===== config.mk =====
export PLATFORM = sky130hd
export DESIGN_NAME = pdir_front
export DESIGN_NICKNAME = d
export VERILOG_FILES = /design/src/design/assert_macros.svh /design/src/design/pdir_pkg.sv /design/src/design/pdir_front.sv
export SDC_FILE = /design/constraint.sdc
export NUM_CORES = 1
export LEC_CHECK = 0
export ABC_AREA = 1
export BUFFER_PORTS_ARGS = -buffer_cell sky130_fd_sc_hd__buf_2
export CORE_MARGIN = 2
export CORE_UTILIZATION = 43
export CTS_BUF_LIST = sky130_fd_sc_hd__clkbuf_16
export CTS_CLUSTER_DIAMETER = 30
export DETAILED_ROUTE_END_ITERATION = 8
export PLACE_DENSITY_LB_ADDON = 0.1
export SLEW_MARGIN = 20
export SYNTH_ARGS = -nofsm -noshare
export SYNTH_HDL_FRONTEND = slang
export SYNTH_SLANG_ARGS = --single-unit

===== constraint.sdc =====
create_clock -name clk -period 3.3 [get_ports clk]
set_clock_uncertainty 0.2 [all_clocks]
set_input_delay 0.495 -clock clk [delete_from_list [all_inputs] [get_ports clk]]
set_output_delay 0.495 -clock clk [all_outputs]
set_load 0.01 [all_outputs]

===== src/design/assert_macros.svh =====
// ----------------------------------------------------------------------------
// assert_macros.svh
// Shared assertion macros, all clocked on clk and disabled during rst.
// ----------------------------------------------------------------------------
`ifndef ASSERT_MACROS_SVH
`define ASSERT_MACROS_SVH

// property that must hold at every clock edge
`define PDIR_ASSERT(label, prop, msg) \
  label: assert property (@(posedge clk) disable iff (rst) (prop)) else $error(msg);

// condition implies expectation in the same cycle
`define PDIR_ASSERT_NOW(label, cond, conseq, msg) \
  label: assert property (@(posedge clk) disable iff (rst) (cond) |-> (conseq)) else $error(msg);

// condition implies expectation in the next cycle
`define PDIR_ASSERT_NEXT(label, cond, conseq, msg) \
  label: assert property (@(posedge clk) disable iff (rst) (cond) |=> (conseq)) else $error(msg);

`endif


===== src/design/pdir_pkg.sv =====
// ----------------------------------------------------------------------------
// pdir_pkg
// Types, constants and helpers of the pulse-distance IR frame decoder.
// ----------------------------------------------------------------------------
package pdir_pkg;

  localparam int MICROS_PER_TICK_DEF = 50;
  localparam int FRAME_BITS          = 16;
  localparam int FRAME_ITEMS         = 2 * FRAME_BITS + 4;
  localparam int STOP_POS            = 2 * FRAME_BITS + 3;

  localparam int DUR_W      = 16;
  localparam int POS_W      = 6;
  localparam int BIT_IDX_W  = $clog2(FRAME_BITS);
  localparam int CMD_W      = 8;
  localparam int ERR_W      = 3;
  localparam int TOL_W      = 7;
  localparam int EXC_W      = 8;
  localparam int CFG_IDX_W  = 2;
  localparam int CFG_VAL_W  = 16;
  localparam int US_W       = 11;
  localparam int FACT_W     = 8;
  localparam int PROD_W     = US_W + FACT_W;
  localparam int BND_W      = PROD_W + 1;
  localparam int NUM_WIN    = 5;
  localparam int WIN_W      = $clog2(NUM_WIN);
  localparam int QUEUE_DEPTH = 2;

  // nominal durations in microseconds
  localparam logic [US_W-1:0] HDR_MARK_US   = 11'd1060;
  localparam logic [US_W-1:0] HDR_SPACE_US  = 11'd1450;
  localparam logic [US_W-1:0] BIT_MARK_US   = 11'd534;
  localparam logic [US_W-1:0] ONE_SPACE_US  = 11'd468;
  localparam logic [US_W-1:0] ZERO_SPACE_US = 11'd1447;

  localparam logic [TOL_W-1:0]     TOL_RESET        = 7'd25;
  localparam logic [EXC_W-1:0]     EXCESS_RESET     = 8'd20;
  localparam logic [DUR_W-1:0]     REPEAT_GAP_RESET = 16'd1300;
  localparam logic [FACT_W-1:0]    PCT_FULL         = 8'd100;
  localparam logic [CMD_W-1:0]     INVERSE_MASK     = 8'hFF;

  typedef enum logic [CFG_IDX_W-1:0] {
    CFG_TOLERANCE   = 2'd0,
    CFG_MARK_EXCESS = 2'd1,
    CFG_REPEAT_GAP  = 2'd2
  } cfg_index_t;

  typedef enum logic [ERR_W-1:0] {
    ERR_NONE         = 3'd0,
    ERR_HEADER_MARK  = 3'd1,
    ERR_LENGTH       = 3'd2,
    ERR_HEADER_SPACE = 3'd3,
    ERR_BIT          = 3'd4,
    ERR_STOP         = 3'd5,
    ERR_INVERSE      = 3'd6
  } err_code_t;

  typedef enum logic [2:0] {
    KIND_GAP,
    KIND_HDR_MARK,
    KIND_HDR_SPACE,
    KIND_BIT_MARK,
    KIND_BIT_SPACE,
    KIND_STOP,
    KIND_NONE
  } kind_t;

  typedef enum logic [WIN_W-1:0] {
    WIN_HDR_MARK   = 3'd0,
    WIN_HDR_SPACE  = 3'd1,
    WIN_BIT_MARK   = 3'd2,
    WIN_ONE_SPACE  = 3'd3,
    WIN_ZERO_SPACE = 3'd4
  } win_t;

  typedef enum logic [1:0] {
    BND_MUL,
    BND_DIV,
    BND_STORE,
    BND_IDLE
  } bnd_state_t;

  // matching windows handed from the bound calculator to the back end
  typedef struct packed {
    logic [NUM_WIN-1:0][BND_W-1:0] lo;
    logic [NUM_WIN-1:0][BND_W-1:0] hi;
    logic [DUR_W-1:0]              repeat_gap;
  } bounds_t;

  // classified item travelling through the queue
  typedef struct packed {
    logic [DUR_W-1:0]     duration;
    kind_t                kind;
    logic [BIT_IDX_W-1:0] bit_index;
    logic                 last;
    logic                 short_frame;
    logic                 exact_len;
  } item_class_t;

  function automatic logic [US_W-1:0] win_nominal_us(input win_t win);
    logic [US_W-1:0] us;
    case (win)
      WIN_HDR_MARK:   us = HDR_MARK_US;
      WIN_HDR_SPACE:  us = HDR_SPACE_US;
      WIN_BIT_MARK:   us = BIT_MARK_US;
      WIN_ONE_SPACE:  us = ONE_SPACE_US;
      WIN_ZERO_SPACE: us = ZERO_SPACE_US;
      default:        us = '0;
    endcase
    return us;
  endfunction

  function automatic logic win_is_mark(input win_t win);
    return (win == WIN_HDR_MARK) || (win == WIN_BIT_MARK);
  endfunction

endpackage


===== src/design/pdir_front.sv =====
// ----------------------------------------------------------------------------
// pdir_front
// Accepts duration items, tracks the position in the frame and classifies
// each item before it enters the queue.
// ----------------------------------------------------------------------------
module pdir_front import pdir_pkg::*; (
  input  logic             clk,
  input  logic             rst,
  input  logic             in_valid,
  output logic             in_ready,
  input  logic [DUR_W-1:0] duration_ticks,
  input  logic             last_of_frame,
  input  logic             bnd_ready,
  input  logic             queue_full,
  output logic             push,
  output item_class_t      push_data
);

  localparam logic [POS_W-1:0] POS_STOP  = POS_W'(STOP_POS);
  localparam logic [POS_W-1:0] POS_EXACT = POS_W'(FRAME_ITEMS - 1);
  localparam logic [POS_W-2:0] HALF_BASE = (POS_W - 1)'(2);

  logic [POS_W-1:0] item_position;
  logic [POS_W-2:0] half_pos_off;
  kind_t            kind;

  assign in_ready = bnd_ready && !queue_full;
  assign push     = in_valid && in_ready;

  // classify by position in the frame
  always_comb begin
    if (item_position == '0) begin
      kind = KIND_GAP;
    end else if (item_position == POS_W'(1)) begin
      kind = KIND_HDR_MARK;
    end else if (item_position == POS_W'(2)) begin
      kind = KIND_HDR_SPACE;
    end else if (item_position < POS_STOP) begin
      kind = item_position[0] ? KIND_BIT_MARK : KIND_BIT_SPACE;
    end else if (item_position == POS_STOP) begin
      kind = KIND_STOP;
    end else begin
      kind = KIND_NONE;
    end
    half_pos_off = item_position[POS_W-1:1] - HALF_BASE;
  end

  assign push_data.duration    = duration_ticks;
  assign push_data.kind        = kind;
  assign push_data.bit_index   = half_pos_off[BIT_IDX_W-1:0];
  assign push_data.last        = last_of_frame;
  assign push_data.short_frame = (item_position == '0);
  assign push_data.exact_len   = (item_position == POS_EXACT);

  // saturating position counter, cleared after the last item
  always_ff @(posedge clk) begin
    if (rst) begin
      item_position <= '0;
    end else if (push) begin
      if (last_of_frame) begin
        item_position <= '0;
      end else if (item_position != '1) begin
        item_position <= item_position + 1'b1;
      end
    end
  end

endmodule


== Word-level counts from Yosys, hierarchy flattened ==
Index checks and enable logic that the tools add are counted.
Storage, ports and cells
  register bits after elaboration: 6
Operators by class
  $add $sub $neg: 2
  order comparisons: 1
  equality and inequality tests: 4
  multiplexer cells: 8
  reduce and logical (&&, ||, !) cells: 6
Operators with widths (count)
  two-way mux 3 bit: 5
  two-way mux 6 bit: 2
  adder 6 x 1 -> 6 bit (second input constant): 1
  == test 6 x 1 -> 1 bit (second input constant): 1
  == test 6 x 2 -> 1 bit (second input constant): 1
  == test 6 bit (second input constant): 1
  logical NOT 6 bit: 1
  < comparator 6 bit (second input constant): 1
  != test 6 bit (second input constant): 1
  subtractor 4 x 2 -> 4 bit (second input constant): 1
  logical AND 1 bit: 2
  two-way mux 2 bit: 1
  AND reduction 2 bit: 1
  nonzero test 2 bit: 1
  logical NOT 1 bit: 1

== Depth between registers and ports, before layout ==
  depth in word-level cells: 6
  mapped depth: 9
  mapped depth without buffers: 9

== Least setup slack after synthesis ==
OpenSTA, ideal clock, no wires.
  path kind: register -> output
  from: register item_position[2]
  to: output push_data[8] in the netlist's numbering
  arrival time: 1.314 ns
  required time: 2.605 ns
  setup slack: 1.291 ns
  stages on the path, launching flop included: 10
  cells stage by stage: dfxtp_1 -> inv_1 -> ha_1 -> inv_1 -> nor2_1 -> nand3_1 -> inv_1 -> nor2_2 -> nor2_1 -> nor2_1
RTL lines
  start, declared: RTL line pdir_front.sv:23  | logic [POS_W-1:0] item_position;
  start signal, assigned: RTL line pdir_front.sv:63  | item_position <= item_position + 1'b1;
  end, declared: RTL line pdir_front.sv:16  | output item_class_t push_data

==> run_results.csv <==
group,metric,value,unit
run_status,outcome,"complete, no violations",
clock_network,worstSkewPairLatency,0.22,ns
worst_setup_path,critPathRequiredTime,2.60,ns
flow_run,max_cap_viol_count,0,
clock_network,cts-resized-gates,0,
routing,first_pass_iteration_count_of_the_detailed_router,3,
global_routing,grt_util_all_layers,0.150,
synthesis,synth.area.top_cells,"buf_4 19%, dfxtp_1 17%, ha_1 12%",
sta,finalSetupTns,0,ns
global_routing,grt_antenna_before_repair,0,
clock_network,worst_setup_hold_path_clk_slew,0.03,ns
synthesis,post_synth_instance_area,706,um2
global_routing,grt_first_pass_wirelength,2190,um
die,std_cell_rows,14,
synthesis,syn-instance-count,108,
worst_setup_path,path_class,"flip-flop to output pin",
worst_setup_path,setup.worst_path.start_class,"flip-flop",
die,chipHeight,44.5,um
worst_setup_path,arrival_time_at_the_worst_endpoint,1.57,ns
pwr,power_density_cells,387,mW/mm2
finish,most-common-layout-cells,"23 x nand2_1, 17 x buf_2, 13 x inv_1",
sta,max_freq,0.441,GHz
synthesis,postSynthNetCount,137,
finish,ratio_of_cells_with_drive_above_1_in_the_final_layout,0.266,
clock_network,cts_post_setup_buffers_inserted,0,
pwr,leakagePower,0.376,nW
worst_setup_path,cp_cell_sequence,"inv_1, ha_1, inv_1, nor2_1, nand3_1, inv_1, nor2_2, nor2_1, nor2_1, buf_2",
synthesis,ys.warnings.count,0,
sta,timing.final.max_slew_violations,0,
finish,finish.utilization,0.485,
synthesis,synth_cell_type_count,19,
worst_setup_path,critical_path.max_fanout,5,
sta,rsz_0062_raised_after_global_routing,"false",
finish,num_antenna_cells,0,
finish,layout-area-overhead-vs-synth,4.79,%
clock_network,postCtsHoldBufs,0,
finish,largest_register_ffs,6,
clock_network,ctsHtreeMaxLevel,1,
placed_design,dp_hpwl,1040,um
finish,layout_commonest_cell,"nand2_1",
sta,report.final.setup_viol,0,
clock_network,clock-root-buffer,"clkbuf_16",
die,initial_core_util,0.463,
die,placeableCoreArea,0.00152,mm2
die,dieWidth,44.5,um
global_routing,via_count_of_the_first_global_routing_pass,541,
clock_network,max-clock-path-buffers,2,
synthesis,post-synth-top-area-fraction,0.191,
routing,detail_route.vias_per_cell,4.74,
sta,period_minus_slack,2.27,ns
global_routing,gr-total-overflow,0,
finish,finalNetCount,140,
placed_design,gp_congestion,0.782,
finish,largest_register,"item_position",
synthesis,synth_seq_cells,6,
routing,routed_wirelength,1250,um
synthesis,post-synth-top-area-cell,"buf_4",
pwr,worst_ir_drop_vdd,0.000324,V
routing,number_of_routed_nets_with_antenna_violations,0,
sta,final_hold_viol_count,0,
routing,vias,593,
die,die-area,0.00198,mm2
routing,route.detailed.drc,0,
worst_hold_path,hold_path.class,"input port to flip-flop",
clock_network,tritoncts.num_buffers,3,
placed_design,port_buffers,17,
synthesis,avgSynthCellArea,6.53,um2
clock_network,cts_sink_count,6,
routing,drt-wirelength-per-cell,9.96,um
synthesis,synth_sequential_area_ratio,0.170,
worst_setup_path,worst_path_max_delay_cell,"dfxtp_1",
routing,dr.first_iter.drc_count,5,
sta,worst_slew_pin_slew,0.391,ns
die,floorplan.io_pins,50,
finish,largest_registers,"item_position: 6 flops",
worst_setup_path,timing.critical_path.to_type,"output pin",
sta,worst_slew_slack_as_a_fraction_of_its_limit,0.737,
worst_setup_path,critPathMaxStageDelay,0.39,ns
clock_network,tritoncts,"done",
global_routing,grt_max_degree,9,
sta,layout_worst_path_cycle_share,0.687,
metal layers:
metal  global-route usage  up-vias  part of all wire
li1                     -      315                 -
met1                0.175      249              0.45
met2                0.235       19              0.46
met3               0.0408       10             0.071
met4                0.103        0             0.020
met5                    0        -                 0
cell families (layout without fill, tap and decap cells):
group,count (synthesis),after routing,share of synthesized area
AOI/OAI and AO/OA,12,12,0.0851
xor gates and xnor gates,2,2,0.0248
adders and majority gates,7,7,0.124
buffers and inverters,34,35,0.287
DFF,6,6,0.170
and+or+nand+nor,47,47,0.309
worst paths after layout:
path	to	slack, ns	cells after the start	startpoint
worst max-delay path	push_data[8]	1.03	10	item_position[2]$_SDFFE_PP0P_
worst min-delay path	item_position[5]$_SDFFE_PP0P_	0.30	2	rst
worst max register to register	item_position[1]$_SDFFE_PP0P_	1.67	6	item_position[0]$_SDFFE_PP0P_
worst min register to register	item_position[2]$_SDFFE_PP0P_	0.32	2	item_position[2]$_SDFFE_PP0P_
where the power goes:
part	switching, mW	total (mW)	internal (mW)
Clock	0.0379	0.193	0.155
Combinational	0.0111	0.0190	0.00798
Sequential	0.000846	0.0743	0.0735
Total	0.0498	0.286	0.237
cell usage after synthesis:
cell type / n
nand2_4: 1
nand2_1: 23
nor2_2: 2
nand3_1: 4
or2_2: 1
ha_1: 7
inv_1: 13
buf_6: 1
nor3_1: 2
o21ai_0: 5
buf_4: 18
dfxtp_1: 6
nor2_1: 11
xor2_1: 2
nor3b_2: 1
a21oi_1: 7
nor2_4: 1
inv_2: 2
nand2_2: 1
worst max-delay path, delay by kind of cell (launching register included):
family / cells / cell delay, ns
flops: 1 / 0.39
buf+inv: 4 / 0.36
fa+ha+maj: 1 / 0.20
simple gates: 5 / 0.40
per-stage QoR:
step / setup WS [ns] / instance area [um2] / hold slack [ns] / total power [mW] / std cells
4_1_cts: 1.00 / 739 / 0.290 / 0.290 / 125
5_1_grt: 0.849 / 739 / 0.292 / 0.299 / 125
3_3_place_gp: 1.29 / 664 / 0.317 / 0.0945 / 122
3_5_place_dp: 1.24 / 664 / 0.317 / 0.0947 / 122
6_report: 1.03 / 739 / 0.296 / 0.286 / 125
2_1_floorplan: 1.29 / 706 / 0.290 / 0.106 / 108
area by class of cell:
| cell class | instances | area, um2 |
|---|---|---|
| tap | 16 | 20.0 |
| clock buffer | 3 | 75.1 |
| sequential | 6 | 120 |
| inverter | 15 | 56.3 |
| timing repair buffer | 17 | 85.1 |
| fill | 148 | 785 |
| multi-input combinational | 68 | 383 |
No activity file was read; power rests on OpenSTA's default activity.
