--- src/design/assert_macros.svh ---
// ----------------------------------------------------------------------------
// assert_macros.svh
// Shared assertion macros, all clocked on clk and disabled during rst.
// ----------------------------------------------------------------------------
`ifndef ASSERT_MACROS_SVH
`define ASSERT_MACROS_SVH

// property that must hold at every clock edge
`define PDIR_ASSERT(label, prop, msg) \
  label: assert property (@(posedge clk) disable iff (rst) (prop)) else $error(msg);

// condition implies expectation in the same cycle
`define PDIR_ASSERT_NOW(label, cond, conseq, msg) \
  label: assert property (@(posedge clk) disable iff (rst) (cond) |-> (conseq)) else $error(msg);

// condition implies expectation in the next cycle
`define PDIR_ASSERT_NEXT(label, cond, conseq, msg) \
  label: assert property (@(posedge clk) disable iff (rst) (cond) |=> (conseq)) else $error(msg);

`endif

--- src/design/pdir_pkg.sv ---
// ----------------------------------------------------------------------------
// pdir_pkg
// Types, constants and helpers of the pulse-distance IR frame decoder.
// ----------------------------------------------------------------------------
package pdir_pkg;

  localparam int MICROS_PER_TICK_DEF = 50;
  localparam int FRAME_BITS          = 16;
  localparam int FRAME_ITEMS         = 2 * FRAME_BITS + 4;
  localparam int STOP_POS            = 2 * FRAME_BITS + 3;

  localparam int DUR_W      = 16;
  localparam int POS_W      = 6;
  localparam int BIT_IDX_W  = $clog2(FRAME_BITS);
  localparam int CMD_W      = 8;
  localparam int ERR_W      = 3;
  localparam int TOL_W      = 7;
  localparam int EXC_W      = 8;
  localparam int CFG_IDX_W  = 2;
  localparam int CFG_VAL_W  = 16;
  localparam int US_W       = 11;
  localparam int FACT_W     = 8;
  localparam int PROD_W     = US_W + FACT_W;
  localparam int BND_W      = PROD_W + 1;
  localparam int NUM_WIN    = 5;
  localparam int WIN_W      = $clog2(NUM_WIN);
  localparam int QUEUE_DEPTH = 2;

  // nominal durations in microseconds
  localparam logic [US_W-1:0] HDR_MARK_US   = 11'd1060;
  localparam logic [US_W-1:0] HDR_SPACE_US  = 11'd1450;
  localparam logic [US_W-1:0] BIT_MARK_US   = 11'd534;
  localparam logic [US_W-1:0] ONE_SPACE_US  = 11'd468;
  localparam logic [US_W-1:0] ZERO_SPACE_US = 11'd1447;

  localparam logic [TOL_W-1:0]     TOL_RESET        = 7'd25;
  localparam logic [EXC_W-1:0]     EXCESS_RESET     = 8'd20;
  localparam logic [DUR_W-1:0]     REPEAT_GAP_RESET = 16'd1300;
  localparam logic [FACT_W-1:0]    PCT_FULL         = 8'd100;
  localparam logic [CMD_W-1:0]     INVERSE_MASK     = 8'hFF;

  typedef enum logic [CFG_IDX_W-1:0] {
    CFG_TOLERANCE   = 2'd0,
    CFG_MARK_EXCESS = 2'd1,
    CFG_REPEAT_GAP  = 2'd2
  } cfg_index_t;

  typedef enum logic [ERR_W-1:0] {
    ERR_NONE         = 3'd0,
    ERR_HEADER_MARK  = 3'd1,
    ERR_LENGTH       = 3'd2,
    ERR_HEADER_SPACE = 3'd3,
    ERR_BIT          = 3'd4,
    ERR_STOP         = 3'd5,
    ERR_INVERSE      = 3'd6
  } err_code_t;

  typedef enum logic [2:0] {
    KIND_GAP,
    KIND_HDR_MARK,
    KIND_HDR_SPACE,
    KIND_BIT_MARK,
    KIND_BIT_SPACE,
    KIND_STOP,
    KIND_NONE
  } kind_t;

  typedef enum logic [WIN_W-1:0] {
    WIN_HDR_MARK   = 3'd0,
    WIN_HDR_SPACE  = 3'd1,
    WIN_BIT_MARK   = 3'd2,
    WIN_ONE_SPACE  = 3'd3,
    WIN_ZERO_SPACE = 3'd4
  } win_t;

  typedef enum logic [1:0] {
    BND_MUL,
    BND_DIV,
    BND_STORE,
    BND_IDLE
  } bnd_state_t;

  // matching windows handed from the bound calculator to the back end
  typedef struct packed {
    logic [NUM_WIN-1:0][BND_W-1:0] lo;
    logic [NUM_WIN-1:0][BND_W-1:0] hi;
    logic [DUR_W-1:0]              repeat_gap;
  } bounds_t;

  // classified item travelling through the queue
  typedef struct packed {
    logic [DUR_W-1:0]     duration;
    kind_t                kind;
    logic [BIT_IDX_W-1:0] bit_index;
    logic                 last;
    logic                 short_frame;
    logic                 exact_len;
  } item_class_t;

  function automatic logic [US_W-1:0] win_nominal_us(input win_t win);
    logic [US_W-1:0] us;
    case (win)
      WIN_HDR_MARK:   us = HDR_MARK_US;
      WIN_HDR_SPACE:  us = HDR_SPACE_US;
      WIN_BIT_MARK:   us = BIT_MARK_US;
      WIN_ONE_SPACE:  us = ONE_SPACE_US;
      WIN_ZERO_SPACE: us = ZERO_SPACE_US;
      default:        us = '0;
    endcase
    return us;
  endfunction

  function automatic logic win_is_mark(input win_t win);
    return (win == WIN_HDR_MARK) || (win == WIN_BIT_MARK);
  endfunction

endpackage

--- src/design/pdir_back.sv ---
// ----------------------------------------------------------------------------
// pdir_back
// Matches each queued duration against its window, collects bits and the
// first error, and registers one result on the last item of a frame.
// ----------------------------------------------------------------------------
`include "assert_macros.svh"

module pdir_back import pdir_pkg::*; (
  input  logic             clk,
  input  logic             rst,
  input  logic             item_present,
  input  item_class_t      entry,
  output logic             pop,
  input  bounds_t          bounds,
  output logic             out_valid,
  input  logic             out_ready,
  output logic             decoded_ok,
  output logic [CMD_W-1:0] command_byte,
  output logic             is_repeat,
  output logic [ERR_W-1:0] error_code
);

  logic [FRAME_BITS-1:0] bit_shift, bit_shift_next;
  err_code_t             first_error, first_error_next;
  logic                  repeat_seen, repeat_seen_next;

  logic [BND_W-1:0]      dur_ext;
  logic [NUM_WIN-1:0]    win_ok;
  err_code_t             err_hit;
  err_code_t             frame_err;

  // all five windows compared at once
  always_comb begin
    dur_ext = BND_W'(entry.duration);
    for (int w = 0; w < NUM_WIN; w++) begin
      win_ok[w] = (dur_ext >= bounds.lo[w]) && (dur_ext <= bounds.hi[w]);
    end
  end

  // per-item update
  always_comb begin
    bit_shift_next   = bit_shift;
    repeat_seen_next = repeat_seen;
    err_hit          = ERR_NONE;
    case (entry.kind)
      KIND_GAP:       repeat_seen_next = (entry.duration < bounds.repeat_gap);
      KIND_HDR_MARK:  if (!win_ok[WIN_HDR_MARK]) err_hit = ERR_HEADER_MARK;
      KIND_HDR_SPACE: if (!win_ok[WIN_HDR_SPACE]) err_hit = ERR_HEADER_SPACE;
      KIND_BIT_MARK:  if (!win_ok[WIN_BIT_MARK]) err_hit = ERR_BIT;
      KIND_BIT_SPACE: begin
        if (win_ok[WIN_ONE_SPACE]) begin
          bit_shift_next[entry.bit_index] = 1'b1;
        end else if (!win_ok[WIN_ZERO_SPACE]) begin
          err_hit = ERR_BIT;
        end
      end
      KIND_STOP:      if (!win_ok[WIN_BIT_MARK]) err_hit = ERR_STOP;
      default: ;
    endcase
    first_error_next = (first_error == ERR_NONE) ? err_hit : first_error;
  end

  // frame verdict in priority order
  always_comb begin
    if (entry.short_frame || first_error_next == ERR_HEADER_MARK) begin
      frame_err = ERR_HEADER_MARK;
    end else if (!entry.exact_len) begin
      frame_err = ERR_LENGTH;
    end else if (first_error_next != ERR_NONE) begin
      frame_err = first_error_next;
    end else if ((bit_shift_next[CMD_W-1:0] ^ bit_shift_next[2*CMD_W-1:CMD_W])
                 != INVERSE_MASK) begin
      frame_err = ERR_INVERSE;
    end else begin
      frame_err = ERR_NONE;
    end
  end

  // a result needs a free output slot, other items pass straight through
  assign pop = item_present && (!entry.last || !out_valid || out_ready);

  // frame state
  always_ff @(posedge clk) begin
    if (rst) begin
      bit_shift   <= '0;
      first_error <= ERR_NONE;
      repeat_seen <= 1'b0;
    end else if (pop) begin
      if (entry.last) begin
        bit_shift   <= '0;
        first_error <= ERR_NONE;
        repeat_seen <= 1'b0;
      end else begin
        bit_shift   <= bit_shift_next;
        first_error <= first_error_next;
        repeat_seen <= repeat_seen_next;
      end
    end
  end

  // output register
  always_ff @(posedge clk) begin
    if (rst) begin
      out_valid <= 1'b0;
    end else if (pop && entry.last) begin
      out_valid <= 1'b1;
    end else if (out_ready) begin
      out_valid <= 1'b0;
    end
  end

  always_ff @(posedge clk) begin
    if (pop && entry.last) begin
      decoded_ok   <= (frame_err == ERR_NONE);
      command_byte <= (frame_err == ERR_NONE) ? bit_shift_next[CMD_W-1:0] : '0;
      is_repeat    <= (frame_err == ERR_NONE) && repeat_seen_next;
      error_code   <= frame_err;
    end
  end

  `PDIR_ASSERT_NEXT(a_result_follows_last, pop && entry.last, out_valid, "no result after last item")
  `PDIR_ASSERT_NEXT(a_state_cleared, pop && entry.last, bit_shift == '0 && first_error == ERR_NONE, "frame state not cleared")

endmodule

--- config.mk ---
export PLATFORM = sky130hd
export DESIGN_NAME = pdir_back
export DESIGN_NICKNAME = d
export VERILOG_FILES = /design/src/design/pdir_pkg.sv /design/src/design/pdir_back.sv
export VERILOG_INCLUDE_DIRS = /design/src /design/src/design
export SDC_FILE = /design/constraint.sdc
export NUM_CORES = 1
export LEC_CHECK = 0
export BUFFER_PORTS_ARGS = -buffer_cell sky130_fd_sc_hd__clkbuf_2
export CORE_AREA = 2 2 116 118
export CTS_CLUSTER_SIZE = 10
export DETAILED_ROUTE_END_ITERATION = 7
export DIE_AREA = 0 0 118 120
export PLACE_DENSITY = 0.82
export SYNTH_ARGS = -nofsm -noshare
export SYNTH_HDL_FRONTEND = slang
export SYNTH_SLANG_ARGS = --single-unit
export TNS_END_PERCENT = 1
--- constraint.sdc ---
create_clock -name clk -period 3.7 [get_ports clk]
set_input_delay 0.185 -clock clk [delete_from_list [all_inputs] [get_ports clk]]
set_output_delay 0.185 -clock clk [all_outputs]
set_load 0.03 [all_outputs]
# Yosys cells after proc, flatten, opt, wreduce, memory -nomap -nowiden
# Index checks and enable logic that the tools add are counted.
# totals
reg_bits,34
input_bits,246
# classes
order_cmp,13
eq_ne,7
muxes,22
n_bitwise,2
reduce_logical,19
# op_table
operator,n
$ge 16x20->1,5
$le 16x20->1,5
$mux 16,3
$mux 3,10
$lt 16x16->1,1
$or 16x16->16,1
$pmux 3 s5,1
$logic_and 1x1->1,9
$logic_not 3->1,3
$ne 8x8->1 const B,1
$xor 8x8->8,1
$eq 3x1->1 const B,2
$eq 3x2->1 const B,2
$eq 3x3->1 const B,2
$mux 1,6
$lt 4x5->1 const B,1
$demux 1 s4,1
$ge 4x1->1 const B,1
$logic_or 1x1->1,3
$reduce_bool 3->1,1
$logic_not 1->1,2
$mux 2,1
$reduce_bool 2->1,1

# Logic depth before layout (Yosys ltp)
# depth
word_depth,15
mapped_depth,11

# Worst setup path before layout
# Ideal clock, no wire load.
# synth_path
path_kind,input -> register
start,input bounds[86] (netlist name)
end,register command_byte[5] (data pin)
setup_time_ns,0.145
t_arrival_ns,2.579
t_required_ns,3.555
path_slack_ns,0.976
path_stages,10
path_buffers,0
path_cell_list,inv_1 -> ha_1 -> nand4_1 -> or4_4 -> o21ai_2 -> a21oi_1 -> or4b_4 -> a2111oi_4 -> nand4_4 -> a21oi_2
# synth_via
elab_chain_cells,11
word_cells_on_any_way,17
classes_between,order compare (1); eq/ne (2); mux (9); bitwise (1); reduce/logical (4)
# synth_lines
item,line_no,source
start: declaration,pdir_back.sv:14,"input bounds_t bounds,"
$le 16x20->1 *,pdir_back.sv:36,win_ok[w] = (dur_ext >= bounds.lo[w]) && (dur_ext <= bounds.hi[w]);
$logic_and 1x1->1 *,pdir_back.sv:36,
$mux 16,pdir_back.sv:51,if (win_ok[WIN_ONE_SPACE]) begin
$mux 16,pdir_back.sv:45,case (entry.kind)
$xor 8x8->8,pdir_back.sv:71,end else if ((bit_shift_next[CMD_W-1:0] ^ bit_shift_next[2*CMD_W-1:CMD_W])
$ne 8x8->1,pdir_back.sv:72,!= INVERSE_MASK) begin
$mux 3,pdir_back.sv:71,
$mux 3,pdir_back.sv:69,end else if (first_error_next != ERR_NONE) begin
$mux 3,pdir_back.sv:67,end else if (!entry.exact_len) begin
$mux 3,pdir_back.sv:65,if (entry.short_frame || first_error_next == ERR_HEADER_MARK) begin
$logic_not 3->1,pdir_back.sv:115,command_byte <= (frame_err == ERR_NONE) ? bit_shift_next[CMD_W-1:0] : '0;
end signal: assignment,pdir_back.sv:115,
end: declaration,pdir_back.sv:18,"output logic [CMD_W-1:0] command_byte,"
# Mark *: on every way between the ends. The rest lies on a longest branch, timed or not.
# A chain may end at the register's enable or synchronous reset.

# Final worst setup path
# layout_path
start,input entry[18] (netlist name)
end,register command_byte[3] (data pin)
# layout_via
elab_chain_cells,11
word_cells_on_any_way,35
classes_between,order compare (10); eq/ne (2); mux (14); bitwise (1); reduce/logical (8)
# layout_lines
item,line_no,source
start: declaration,pdir_back.sv:12,"input item_class_t entry,"
$ge 16x20->1 / $le 16x20->1 (equally long branches),pdir_back.sv:36,
$logic_and 1x1->1,pdir_back.sv:36,
$mux 3 / $mux 16 (equally long branches),"pdir_back.sv:53, pdir_back.sv:51",
$mux 3 / $mux 16 (equally long branches),"pdir_back.sv:51, pdir_back.sv:45",
$pmux 3 s5 / $xor 8x8->8 (equally long branches),"pdir_back.sv:45, pdir_back.sv:71",
$mux 3 / $ne 8x8->1 (equally long branches),"pdir_back.sv:60, pdir_back.sv:72",
$reduce_bool 3->1 / $mux 3 (equally long branches),"pdir_back.sv:69, pdir_back.sv:71",
$mux 3,pdir_back.sv:69,
$mux 3,pdir_back.sv:67,
$mux 3,pdir_back.sv:65,
$logic_not 3->1,pdir_back.sv:115,
# Parallel ways exist; a longest one is shown, timed or not.

==> impl_metrics.ini <==
[status]
status = complete, no violations

[timing]
fmax_mhz = 324
rsz0062_at_grt = false
finalMaxSlewViolations = 0
final.setup.tns_ns = 0
layout_setup_ws_ns = 0.618
report.final.hold_viol_count = 0
setup_viol_count_final = 0
min_period_ns = 3.08
min_period_over_period = 0.833
hold_slack_ns = 0.144
finalClockSkew_ns = 0.00577
relSlewSlack = 0.478
worstMarginPinSlew_ns = 0.773

[pwr]
total_power_mw = 1.57
leakage_nw = 4.53
power.density_nw_per_um2 = 196
irDropWorstVdd_mv = 0.235

[drt]
drc = 0
ant_nets = 0
drt_iter0_drc = 384
num_vias = 6961
wl_per_cell_um = 16.7
firstDrtPassIters = 5
vias_per_cell = 5.46
routed_wl_mm = 21.2

[yosys]
synth.avg_cell_area_um2 = 7.60
postSynth.asyncResetShare = 0
synth_cells = 830
ys_ff_latch = 34
syn-num-nets = 1251
ys_warn_count = 0
synth_area_um2 = 6310
seq_area_frac_synth = 0.129
synth_ff_type = dfxtp_1
synth.distinct_cells = 64
synth_edf_count = 13

[worst_setup_path]
max_stage_delay_ns = 0.58
critPathMaxFanout = 11
cpLargestDelayFamily = simple AND/OR/NAND/NOR gates
worstPathRequired_ns = 3.83
cp_num_buf_inv = 1
cp-start-kind = input pin
crit_type = in -> reg
cpMaxStageDelayCell = or4b_4
cp.arrival_ns = 3.21
critPathCaptureType = flop
crit_chain = clkbuf_2 > ha_1 > nand4_1 > or4_4 > o21ai_2 > a21oi_1 > or4b_4 > a2111oi_4 > nand4_4 > nor2_1

[floorplan]
start_util = 0.486
core-area_um2 = 13000
die_area_um2 = 14200
rows = 42
fp.dieW_um = 118
ios = 261
dieHeight_um = 120

[clock_tree]
cts_resized = 0
holdBufCountCts = 0
htreeDepth = 2
cts_setup_buffers = 0
insertion_delay_ns = 0.28
cts.sinks = 34
cts_buffer_depth = 2
cts_tree = yes
cts_buffers = 5
root_buffer = clkbuf_16
clk_pin_slew_ns = 0.05

[global_route]
grt_pass1_vias = 6886
grtUsageTotal = 0.296
grt_pass1_wl_mm = 33.6
grt_max_degree = 17
antenna_found_initial = 0
grt_overflow = 0

[hold_path]
hold_class = in -> reg

[finish]
syn_to_final_growth_pct = 27.2
final_cell_mix = 260 x clkbuf_2, 180 x inv_1, 175 x ha_1
drive_gt1_frac = 0.267
diodes = 0
final_common_cell = clkbuf_2
stdcell_area_um2 = 8030
final_util = 0.618
final_nets = 1519
final_cells = 1275

[placement]
post_dp_cell_area_um2 = 7860
dp_cells = 1267
place_ws_ns = 0.392
port_buffers = 260
place_congestion = 0.977
dpl.hpwl_mm = 18.3

[run]
max-cap-violations = 0
[power by group]
| group | total [mW] | internal [mW] | switching, mW |
|---|---|---|---|
| combinational | 0.699 | 0.310 | 0.389 |
| sequential | 0.402 | 0.398 | 0.00447 |
| clock | 0.470 | 0.316 | 0.154 |
| total | 1.57 | 1.02 | 0.548 |
[final timing paths]
path / startpoint / to / slack, ns / cells after the start
worst max-delay path: entry[18] / command_byte[3]$_SDFFCE_PP0P_ / 0.62 / 10
worst min-delay path: rst / repeat_seen$_SDFFE_PP0P_ / 0.14 / 2
worst max register to register: bit_shift[2]$_SDFFE_PP0P_ / error_code[1]$_DFFE_PP_ / 1.38 / 8
worst min register to register: repeat_seen$_SDFFE_PP0P_ / repeat_seen$_SDFFE_PP0P_ / 0.48 / 2
[worst reg2reg max path: cells and delay by family (launching register included)]
family           cells  cell delay [ns]
multiplexers         1             0.10
flip-flops           1             0.42
AND/OR/NAND/NOR      1             0.17
AO/OA/AOI/OAI        6             1.46
[state kept, by name, indices dropped and copies added (netlist names)]
signal,cells
bit_shift,16
decoded_ok,1
error_code,3
first_error,3
repeat_seen,1
is_repeat,1
out_valid,1
command_byte,8
[metal layers]
layer	part of all wire	vias up	track usage
met4	0.034	0	0.109
met3	0.084	51	0.0618
met2	0.44	340	0.488
li1	-	3504	-
met5	0	-	0
met1	0.44	3066	0.382
[cells in the mapped netlist (all sizes together) (2+ instances only)]
cell     count  area (um^2)
a21boi       4         30.0
a221oi       5         43.8
mux4         2         45.0
ha         175         2190
inv        180          676
or2          3         18.8
o31ai        5         37.5
a22oi        4         30.0
nand2       32          120
a31o         2         17.5
and3         3         18.8
or4         11         86.3
a41oi        3         26.3
a21o        19          143
mux2i        3         30.0
clkbuf       7         26.3
nand3       19         95.1
nor2b        8         50.1
o21a         3         22.5
and4         3         26.3
a2111oi      3         51.3
o21bai       3         22.5
dfxtp       21          420
a21oi       71          359
or3          5         31.3
a221o        3         30.0
nand2b      11         68.8
a211oi       9         72.6
o211ai       7         52.6
a311oi       2         17.5
nor4        12         90.1
o2111ai      2         17.5
nor2        64          240
o21ai       36          184
nand4       32          215
nor3        20          100
edfxtp      13          390
a31oi        8         50.1
[cell families (layout without fill, tap and decap cells)]
kind of cell	Yosys count	after routing	share of synthesized area
and+or+nand+nor	230	230	0.195
AOI/OAI and AO/OA	197	197	0.204
buffers and inverters	188	457	0.112
adders and majority gates	175	175	0.347
DFF	34	34	0.129
muxes	5	5	0.0119
xor gates and xnor gates	1	1	0.00139
[layout make-up]
cell class	count	area [um^2]
Clock buffer	6	129
Sequential cell	34	811
Tap cell	176	220
Multi-Input combinational cell	608	4790
Clock inverter	2	33.8
Timing Repair Buffer	269	1370
Fill cell	1157	4950
Inverter	180	676
(Power assumes the default switching activity.)
