`config.mk`:
```
export PLATFORM = sky130hd
export DESIGN_NAME = pdir_queue
export DESIGN_NICKNAME = d
export VERILOG_FILES = /design/src/design/pdir_pkg.sv /design/src/design/pdir_queue.sv
export VERILOG_INCLUDE_DIRS = /design/src /design/src/design
export SDC_FILE = /design/constraint.sdc
export NUM_CORES = 1
export LEC_CHECK = 0
export ABC_CLOCK_PERIOD_IN_PS = 2000
export BUFFER_PORTS_ARGS = -buffer_cell sky130_fd_sc_hd__buf_2
export CAP_MARGIN = 20
export CORE_MARGIN = 3
export CORE_UTILIZATION = 46
export DETAILED_ROUTE_END_ITERATION = 10
export GPL_TIMING_DRIVEN = 0
export PLACE_DENSITY_LB_ADDON = 0.15
export SYNTH_ARGS = -nofsm -noshare
export SYNTH_HDL_FRONTEND = slang
export SYNTH_SLANG_ARGS = --single-unit
```
`constraint.sdc`:
```
create_clock -name clk -period 2 [get_ports clk]
set_input_delay 0.4 -clock clk [delete_from_list [all_inputs] [get_ports clk]]
set_output_delay 0.4 -clock clk [all_outputs]
set_load 0.005 [all_outputs]
```
`src/design/assert_macros.svh`:
```
// ----------------------------------------------------------------------------
// assert_macros.svh
// Shared assertion macros, all clocked on clk and disabled during rst.
// ----------------------------------------------------------------------------
`ifndef ASSERT_MACROS_SVH
`define ASSERT_MACROS_SVH

// property that must hold at every clock edge
`define PDIR_ASSERT(label, prop, msg) \
  label: assert property (@(posedge clk) disable iff (rst) (prop)) else $error(msg);

// condition implies expectation in the same cycle
`define PDIR_ASSERT_NOW(label, cond, conseq, msg) \
  label: assert property (@(posedge clk) disable iff (rst) (cond) |-> (conseq)) else $error(msg);

// condition implies expectation in the next cycle
`define PDIR_ASSERT_NEXT(label, cond, conseq, msg) \
  label: assert property (@(posedge clk) disable iff (rst) (cond) |=> (conseq)) else $error(msg);

`endif

```
`src/design/pdir_pkg.sv`:
```
// ----------------------------------------------------------------------------
// pdir_pkg
// Types, constants and helpers of the pulse-distance IR frame decoder.
// ----------------------------------------------------------------------------
package pdir_pkg;

  localparam int MICROS_PER_TICK_DEF = 50;
  localparam int FRAME_BITS          = 16;
  localparam int FRAME_ITEMS         = 2 * FRAME_BITS + 4;
  localparam int STOP_POS            = 2 * FRAME_BITS + 3;

  localparam int DUR_W      = 16;
  localparam int POS_W      = 6;
  localparam int BIT_IDX_W  = $clog2(FRAME_BITS);
  localparam int CMD_W      = 8;
  localparam int ERR_W      = 3;
  localparam int TOL_W      = 7;
  localparam int EXC_W      = 8;
  localparam int CFG_IDX_W  = 2;
  localparam int CFG_VAL_W  = 16;
  localparam int US_W       = 11;
  localparam int FACT_W     = 8;
  localparam int PROD_W     = US_W + FACT_W;
  localparam int BND_W      = PROD_W + 1;
  localparam int NUM_WIN    = 5;
  localparam int WIN_W      = $clog2(NUM_WIN);
  localparam int QUEUE_DEPTH = 2;

  // nominal durations in microseconds
  localparam logic [US_W-1:0] HDR_MARK_US   = 11'd1060;
  localparam logic [US_W-1:0] HDR_SPACE_US  = 11'd1450;
  localparam logic [US_W-1:0] BIT_MARK_US   = 11'd534;
  localparam logic [US_W-1:0] ONE_SPACE_US  = 11'd468;
  localparam logic [US_W-1:0] ZERO_SPACE_US = 11'd1447;

  localparam logic [TOL_W-1:0]     TOL_RESET        = 7'd25;
  localparam logic [EXC_W-1:0]     EXCESS_RESET     = 8'd20;
  localparam logic [DUR_W-1:0]     REPEAT_GAP_RESET = 16'd1300;
  localparam logic [FACT_W-1:0]    PCT_FULL         = 8'd100;
  localparam logic [CMD_W-1:0]     INVERSE_MASK     = 8'hFF;

  typedef enum logic [CFG_IDX_W-1:0] {
    CFG_TOLERANCE   = 2'd0,
    CFG_MARK_EXCESS = 2'd1,
    CFG_REPEAT_GAP  = 2'd2
  } cfg_index_t;

  typedef enum logic [ERR_W-1:0] {
    ERR_NONE         = 3'd0,
    ERR_HEADER_MARK  = 3'd1,
    ERR_LENGTH       = 3'd2,
    ERR_HEADER_SPACE = 3'd3,
    ERR_BIT          = 3'd4,
    ERR_STOP         = 3'd5,
    ERR_INVERSE      = 3'd6
  } err_code_t;

  typedef enum logic [2:0] {
    KIND_GAP,
    KIND_HDR_MARK,
    KIND_HDR_SPACE,
    KIND_BIT_MARK,
    KIND_BIT_SPACE,
    KIND_STOP,
    KIND_NONE
  } kind_t;

  typedef enum logic [WIN_W-1:0] {
    WIN_HDR_MARK   = 3'd0,
    WIN_HDR_SPACE  = 3'd1,
    WIN_BIT_MARK   = 3'd2,
    WIN_ONE_SPACE  = 3'd3,
    WIN_ZERO_SPACE = 3'd4
  } win_t;

  typedef enum logic [1:0] {
    BND_MUL,
    BND_DIV,
    BND_STORE,
    BND_IDLE
  } bnd_state_t;

  // matching windows handed from the bound calculator to the back end
  typedef struct packed {
    logic [NUM_WIN-1:0][BND_W-1:0] lo;
    logic [NUM_WIN-1:0][BND_W-1:0] hi;
    logic [DUR_W-1:0]              repeat_gap;
  } bounds_t;

  // classified item travelling through the queue
  typedef struct packed {
    logic [DUR_W-1:0]     duration;
    kind_t                kind;
    logic [BIT_IDX_W-1:0] bit_index;
    logic                 last;
    logic                 short_frame;
    logic                 exact_len;
  } item_class_t;

  function automatic logic [US_W-1:0] win_nominal_us(input win_t win);
    logic [US_W-1:0] us;
    case (win)
      WIN_HDR_MARK:   us = HDR_MARK_US;
      WIN_HDR_SPACE:  us = HDR_SPACE_US;
      WIN_BIT_MARK:   us = BIT_MARK_US;
      WIN_ONE_SPACE:  us = ONE_SPACE_US;
      WIN_ZERO_SPACE: us = ZERO_SPACE_US;
      default:        us = '0;
    endcase
    return us;
  endfunction

  function automatic logic win_is_mark(input win_t win);
    return (win == WIN_HDR_MARK) || (win == WIN_BIT_MARK);
  endfunction

endpackage

```
`src/design/pdir_queue.sv`:
```
// ----------------------------------------------------------------------------
// pdir_queue
// Short register queue of classified items between front and back.
// ----------------------------------------------------------------------------
`include "assert_macros.svh"

module pdir_queue import pdir_pkg::*; (
  input  logic        clk,
  input  logic        rst,
  input  logic        push,
  input  item_class_t push_data,
  output logic        full,
  output logic        not_empty,
  input  logic        pop,
  output item_class_t pop_data
);

  localparam int PTR_W = (QUEUE_DEPTH > 1) ? $clog2(QUEUE_DEPTH) : 1;
  localparam int CNT_W = $clog2(QUEUE_DEPTH + 1);
  localparam logic [PTR_W-1:0] PTR_LAST = PTR_W'(QUEUE_DEPTH - 1);
  localparam logic [CNT_W-1:0] CNT_FULL = CNT_W'(QUEUE_DEPTH);

  item_class_t      slots [QUEUE_DEPTH];
  logic [PTR_W-1:0] wr_ptr;
  logic [PTR_W-1:0] rd_ptr;
  logic [CNT_W-1:0] count;

  assign full      = (count == CNT_FULL);
  assign not_empty = (count != '0);
  assign pop_data  = slots[rd_ptr];

  // pointers and fill count
  always_ff @(posedge clk) begin
    if (rst) begin
      wr_ptr <= '0;
      rd_ptr <= '0;
      count  <= '0;
    end else begin
      if (push) begin
        wr_ptr <= (wr_ptr == PTR_LAST) ? '0 : wr_ptr + 1'b1;
      end
      if (pop) begin
        rd_ptr <= (rd_ptr == PTR_LAST) ? '0 : rd_ptr + 1'b1;
      end
      case ({push, pop})
        2'b10:   count <= count + 1'b1;
        2'b01:   count <= count - 1'b1;
        default: count <= count;
      endcase
    end
  end

  // slot storage
  always_ff @(posedge clk) begin
    if (push) begin
      slots[wr_ptr] <= push_data;
    end
  end

  `PDIR_ASSERT_NOW(a_no_push_when_full, full, !push, "item pushed into full queue")
  `PDIR_ASSERT_NOW(a_no_pop_when_empty, !not_empty, !pop, "item popped from empty queue")

endmodule

```
-- Word-level counts from Yosys, hierarchy flattened
Memory sizes are Yosys's and may differ from the RTL's. A register that Yosys moved wholly into a read port is not among the register bits.
Index checks and enable logic that the tools add are counted.
- register bits after elaboration: 4
- bits in writable memories: 52
- input port bits: 30
- memories kept: 1
- output and inout port bits: 28
- logic and storage cells: 20
- reductions and logical operators: 2
- muxes and demuxes: 7
- equality and inequality tests: 3
- add/subtract/negate cells: 4
- memories (name ; words ; width ; rd ports ; clocked after memory_dff ; wr ports ; RTL line ; RTL):
    slots ; 2 ; 26 ; 1 ; 1 ; 1 ; pdir_queue.sv:23 ; item_class_t slots [QUEUE_DEPTH];
- operators with widths (cell ; number):
    two-way mux 1 bit ; 6
    == test 2 bit (second input constant) ; 2
    case mux 2 bit (2 select lines) ; 1
    nonzero test 2 bit ; 2
    adder 1 bit (second input constant) ; 2
    adder 2 x 1 -> 2 bit (second input constant) ; 1
    == test 2 x 1 -> 1 bit (second input constant) ; 1
    subtractor 2 x 1 -> 2 bit (second input constant) ; 1

-- Logic depth before layout (Yosys ltp)
Gate-level depths: netlist of run 1.
- depth in word-level cells: 4
- depth in mapped cells: 5
- gate-level depth less buffers: 5

-- Worst setup path before layout of run 1
OpenSTA, ideal clock, no wires.
- kind: input-to-reg
- start: input port push
- end: memory slots[0][0] (netlist name) (enable)
- stages on the path: 2
- setup slack: 0.037 ns
- buffers on the path: 0
- required time: 1.591 ns
- arrival: 1.554 ns
- setup time: 0.409 ns
- cell sequence: inv_1 -> nor2_1
- word-level cells in the longest chain between the ends: 2
- ends and longest elaborated chain (item ; RTL line ; RTL):
    start, declared ; pdir_queue.sv:10 ; input logic push,
    two-way mux 1 bit ; pdir_queue.sv:55 ; if (push) begin
    two-way mux 1 bit (not written as such) ; pdir_queue.sv:56 ; slots[wr_ptr] <= push_data;
    end, declared ; pdir_queue.sv:23 ;
No other way between the ends.

==> out/results.ini, run 1 <==
[placement]
place_congestion = 0.7045
io_buffers = 57
place_hpwl_um = 2490

[logic_synthesis]
postSynthAreaPerCell_um2 = 20.16
yosysWarnings = 0
synth_top_area_cell = edfxtp_1
synth_nets = 134
synth_cells = 103
ys_ff_latch = 57
netlist.area_leader.share = 0.7518
yosys-top-cells-area = edfxtp_1 (75%), mux2_2 (14%), dfxtp_1 (4.8%)
ys_seq_area_frac = 0.8000
netlist_area_mm2 = 0.002077
ys_types = 15

[floorplan]
rows = 23
fp.coreArea_mm2 = 0.004173
io_pins = 58
die_w_um = 73.20
initial_utilization = 0.4978
dieArea_mm2 = 0.005358
die_h_um = 73.20

[power_and_ir_drop]
ir_worst_vdd_uv = 603.2
p_leak_nw = 1.027
p_per_area_mw_per_mm2 = 1005
finalPower_mw = 2.664

[clock_network]
cts_buffers = 9
clk_pin_slew_ns = 0.06
clock-sinks = 57
cts_tree = built
hold_buffers = 0
max-clock-path-buffers = 2
root_buffer = clkbuf_8
clk-insertion-delay-late_ns = 0.32
cts_htree_levels = 3

[sta]
period_needed_ns = 1.916
setup_viol = 0
slew_viol_final = 0
finClkSkew_ns = 0.004671
rsz0062_at_grt = yes
hold_viol_final = 0
fin_tns_setup_ns = 0
post-route-period-util = 0.9579
relSlewSlack = 0.3543
clock.fmax_mhz = 522.0
worst_slew_pin_slew_ns = 0.9675

[routing]
dr.pass1.iters = 4
post_drt_wl_per_cell_um = 15.41
drcViolationCount = 0
dr.first_iter.drc_count = 59
topRoutingLayerUsed = met4
met1_length_um = 1294
routed_via_density = 4.925
finalWirelength_um = 3513
wl_met2_um = 1930
vias = 1123
detail-route-antenna-nets = 0
met3_length_um = 246

[global_route]
gr-total-overflow = 0
grt_max_degree = 21
grt_antenna_before_repair = 0
grt_pass1_wl_um = 5513
grt.total_usage = 0.1441
grt_pass1_vias = 1242

[critical_path]
path_class = reg -> out
critPathMaxFanout = 10
r2r_slack_ns = 0.35
cp-end-kind = output pin
max_stage_delay_ns = 0.35
startpoint_type = flop
reg2reg_to = slots[0][11]
rr_startpoint = wr_ptr
crit_top_cell = buf_2
slowest_stage = mux2_2
required_ns = 1.60
r2r_cells = 2
cp.arrival_ns = 1.52
path_cells = buf_2 -> buf_4 -> mux2_2 -> buf_2

[final_layout]
area_delta_synth_final_pct = 27.59
mostFrequentLayoutCells = buf_2 (58), edfxtp_1 (52), mux2_2 (26), clkbuf_8 (9), dfxtp_1 (5)
layout-drive-gt1-share = 0.5787
fin_nets = 204
final_common_cell = buf_2
n_antenna_cell = 0

[flow_run]
maxCapViolCount = 0

[run_status]
status = completed

[min_path]
hold_path_depth = 1
min_to = slots[1][19]
min-delay-start = push_data[19]
hp-class = in -> reg

## cell usage after synthesis, drive strengths merged
library cell,n
xnor2,3
a21oi,1
dfxtp,5
edfxtp,52
or2,1
buf,3
ha,1
xor2,1
and2b,1
or3,1
mux2,26
o21ai,1
nor2,5
and2,1
inv,1
## repair_timing
action | CTS | global route
pin swaps | 0 | 0
gates resized for setup | 0 | 4
setup endpoints to repair | 20 | 20
buffers inserted | 0 | 0
## worst max-delay path by stage
stage | to | slack, ns | depth (start not counted)
final | pop_data[10] | 0.08 | 4
after global routing | pop_data[7] | -0.02 | 4
after CTS | pop_data[0] | -0.04 | 4
after detailed placement | slots[0][23] | 0.09 | 4
after global placement | slots[0][23] | -0.65 | 3
after floorplan | slots[0][0] | 0.04 | 2
## layout make-up
class / count / area, µm²
Inverter: 1 / 3.754
Sequential cell: 57 / 1662
Fill cell: 318 / 1523
Timing Repair Buffer: 59 / 324.1
Clock inverter: 4 / 43.79
Tap cell: 50 / 62.56
Clock buffer: 12 / 135.1
Multi-Input combinational cell: 42 / 399.1
Buffer: 3 / 20.02
## cells by family (layout without fill, tap and decap cells)
kind of cell,after synthesis,in the layout,share of synthesized area
flops,57,57,0.8000
mux,26,26,0.1410
simple gates,9,9,0.02230
xor+xnor,4,4,0.01687
buf+inv,4,79,0.009032
compound gates,2,2,0.004815
fa+ha+maj,1,1,0.006023
## power breakdown
part	total, mW	switching, mW	leakage, nW	internal, mW
clock network	0.972	0.404	0.0918	0.568
logic	0.284	0.130	0.406	0.154
registers	1.41	0.0221	0.530	1.39
## per-stage QoR
| stage | instance area (µm²) | worst slack, ns | utilization | std cells | hold slack [ns] |
|---|---|---|---|---|---|
| floorplan | 2077 | 0.03679 | - | 103 | 0.4564 |
| global placement | 2425 | -0.6462 | 0.5811 | 210 | 0.4728 |
| detailed placement | 2466 | 0.08510 | 0.5910 | 212 | 0.5167 |
| CTS | 2645 | -0.04004 | 0.6339 | 228 | 0.2531 |
| global route | 2650 | -0.02259 | 0.6351 | 228 | 0.2463 |
| finish | 2650 | 0.08414 | 0.6351 | 228 | 0.2681 |
## layer usage
metal / track usage / vias to the layer above
met1: 0.1417 / 548
met5: 0 / -
li1: - / 532
met4: 0.06148 / 0
met2: 0.2572 / 38
met3: 0.06612 / 5
## flip-flops by register name (all words and copies together) (netlist names), named ones only
signal	count
wr_ptr	1
slots	52
count	2
rd_ptr	1
## critical path, delay by kind of cell (launching register included)
family                 cells  cell delay [ns]
buffers and inverters      3             0.55
multiplexers               1             0.35
flip-flops                 1             0.30
(Power assumes the default switching activity.)
==> run 2, diff against run 1 <==
--- a/config.mk
+++ b/config.mk
@@ -6,11 +6,11 @@
 export SDC_FILE = /design/constraint.sdc
 export NUM_CORES = 1
 export LEC_CHECK = 0
-export ABC_CLOCK_PERIOD_IN_PS = 2000
+export ABC_CLOCK_PERIOD_IN_PS = 2200
 export BUFFER_PORTS_ARGS = -buffer_cell sky130_fd_sc_hd__buf_2
 export CAP_MARGIN = 20
 export CORE_MARGIN = 3
-export CORE_UTILIZATION = 46
+export CORE_UTILIZATION = 51
 export DETAILED_ROUTE_END_ITERATION = 10
 export GPL_TIMING_DRIVEN = 0
 export PLACE_DENSITY_LB_ADDON = 0.15
==> constraint.sdc (replaced) <==
create_clock -name clk -period 2.2 [get_ports clk]
set_input_delay 0.44 -clock clk [delete_from_list [all_inputs] [get_ports clk]]
set_output_delay 0.44 -clock clk [all_outputs]
set_load 0.005 [all_outputs]
==> run 2 against run 1 <==
Final area down 1.1%. Sequential power down 9%. Largest power group unchanged. Sequential share of layout area up 0.72 points. Critical path depth unchanged. Setup slack better by 0.10 ns. Worst hold slack better by 0.040 ns. Global-route usage up 0.58 points. Highest routed layer unchanged. First-iteration DRC count up 24%. Via count down 1.9%. Clock skew down 0.0025 ns. Count of clock-buffer cells in the layout down 2. Die area down 9.0%. Critical endpoint is now pop_data[0].
==> out/results.ini, run 2 (synthesis results as in run 1) <==
[final_layout]
register_area_mm2 = 0.001662
final_core_util = 0.6897
area_delta_synth_final_pct = 26.14
mostFrequentLayoutCells = buf_2 (60), edfxtp_1 (52), mux2_2 (26), clkbuf_8 (9), dfxtp_1 (5)
largest_reg_flops = 52
layout-drive-gt1-share = 0.5730
largestRegisters = slots x52, count x2
multi_input_area_um2 = 399.1
n_antenna_cell = 0
fin_nets = 204
final_common_cell = buf_2
largest_register = slots
fillers = 264

[sta]
setup_viol = 0
post-route-period-util = 0.9142
period_needed_ns = 2.011
fin_tns_setup_ns = 0
clock.fmax_mhz = 497.2
hold_viol_final = 0
worst_slew_pin_slew_ns = 0.6960
finClkSkew_ns = 0.002133
rsz0062_at_grt = no
slew_viol_final = 0
hold_ws_ns = 0.3084
relSlewSlack = 0.5355

[power_and_ir_drop]
sw_frac_of_total = 0.2156
clkPwrFrac = 0.326
p_leak_nw = 1.016
ir_worst_vdd_uv = 504.6
comb_power_share = 0.112
p_int_mw = 1.787
p_per_area_mw_per_mm2 = 869.6
power_switching_mw = 0.4911
seq_power_share = 0.562

[clock_network]
cts_buffers = 9
cts_setup_buffers = 0
cts.repair.resized = 0
clk-insertion-delay-late_ns = 0.32
max-clock-path-buffers = 2
hold_buffers = 0
clk_pin_slew_ns = 0.06
cts_htree_levels = 3
root_buffer = clkbuf_8
clock-sinks = 57
cts_tree = built

[critical_path]
rr_startpoint = wr_ptr
cp-end-kind = output pin
startpoint_type = flop
cp.arrival_ns = 1.57
critPathMaxFanout = 10
r2r_cells = 2
required_ns = 1.76
path_class = reg -> out

[routing]
dr.first_iter.drc_count = 73
finalWirelength_um = 3297
post_drt_wl_per_cell_um = 14.59
dr.pass1.iters = 4
drcViolationCount = 0
vias = 1102
detail-route-antenna-nets = 0
routed_via_density = 4.876

[floorplan]
die_h_um = 69.82
dieArea_mm2 = 0.004874
io_pins = 58
die_w_um = 69.82
fp.coreArea_mm2 = 0.003799
rows = 22
initial_utilization = 0.5468

[global_route]
grt.total_usage = 0.1500
grt_pass1_wl_um = 5333
grt_antenna_before_repair = 0
gr-total-overflow = 0
grt_pass1_vias = 1156
grt_max_degree = 17

[min_path]
hp-class = in -> reg
hold_path_depth = 1
min-delay-start = push_data[18]

[placement]
place_hpwl_um = 2360
place_congestion = 0.7044
io_buffers = 57

[flow_run]
maxCapViolCount = 0

[run_status]
status = completed

## run 2: cell count changes in the layout (fill, tap and decap cells not counted), sizes merged
cell and change:
bufinv -1, clkbuf -2, clkinv +3
## run 2: critical path, stage by stage (launching register included)
cell and delay (ns):
dfxtp_1 0.30, buf_2 0.19, buf_2 0.28, mux2_2 0.36, buf_2 0.13
## run 2: final timing paths
path | slack, ns | to
hold / removal | 0.31 | slots[0][18]
setup / recovery | 0.19 | pop_data[0]
hold reg to reg | 0.49 | count[1]
setup reg to reg | 0.75 | slots[0][3]
## run 2: per-stage QoR
step	instance area [µm²]	std cells	setup WS (ns)	total power [mW]
finish	2620	226	0.1888	2.278
global route	2620	226	0.08190	2.395
CTS	2620	226	0.1443	2.309
detailed placement	2467	210	0.4366	1.564
global placement	2422	208	-0.4659	1.539
floorplan	2077	103	0.1968	1.434
## run 2: power by group through the flow
stage,clock network [mW],logic [mW],registers [mW]
after floorplan,0,0.137,1.30
after global placement,0,0.239,1.30
after detailed placement,0,0.261,1.30
after CTS,0.766,0.263,1.28
after global routing,0.826,0.283,1.29
final,0.742,0.256,1.28
## run 2: layout make-up
class | count | share of cell area
clock buffer | 10 | 0.04871
tap | 48 | 0.02292
timing repair buffer | 59 | 0.1251
buffer | 3 | 0.005731
inverter | 1 | 0.001433
clock inverter | 6 | 0.009551
multi-input combinational | 42 | 0.1523
sequential | 57 | 0.6342
## run 2: metal layers
metal  GRT usage  routed length (µm)  vias up
met5           0                   0        -
met1      0.1719                1293      525
li1            -                   -      535
met2      0.2413                1744       40
met4     0.07660                  17        0
met3     0.06087                 242        2
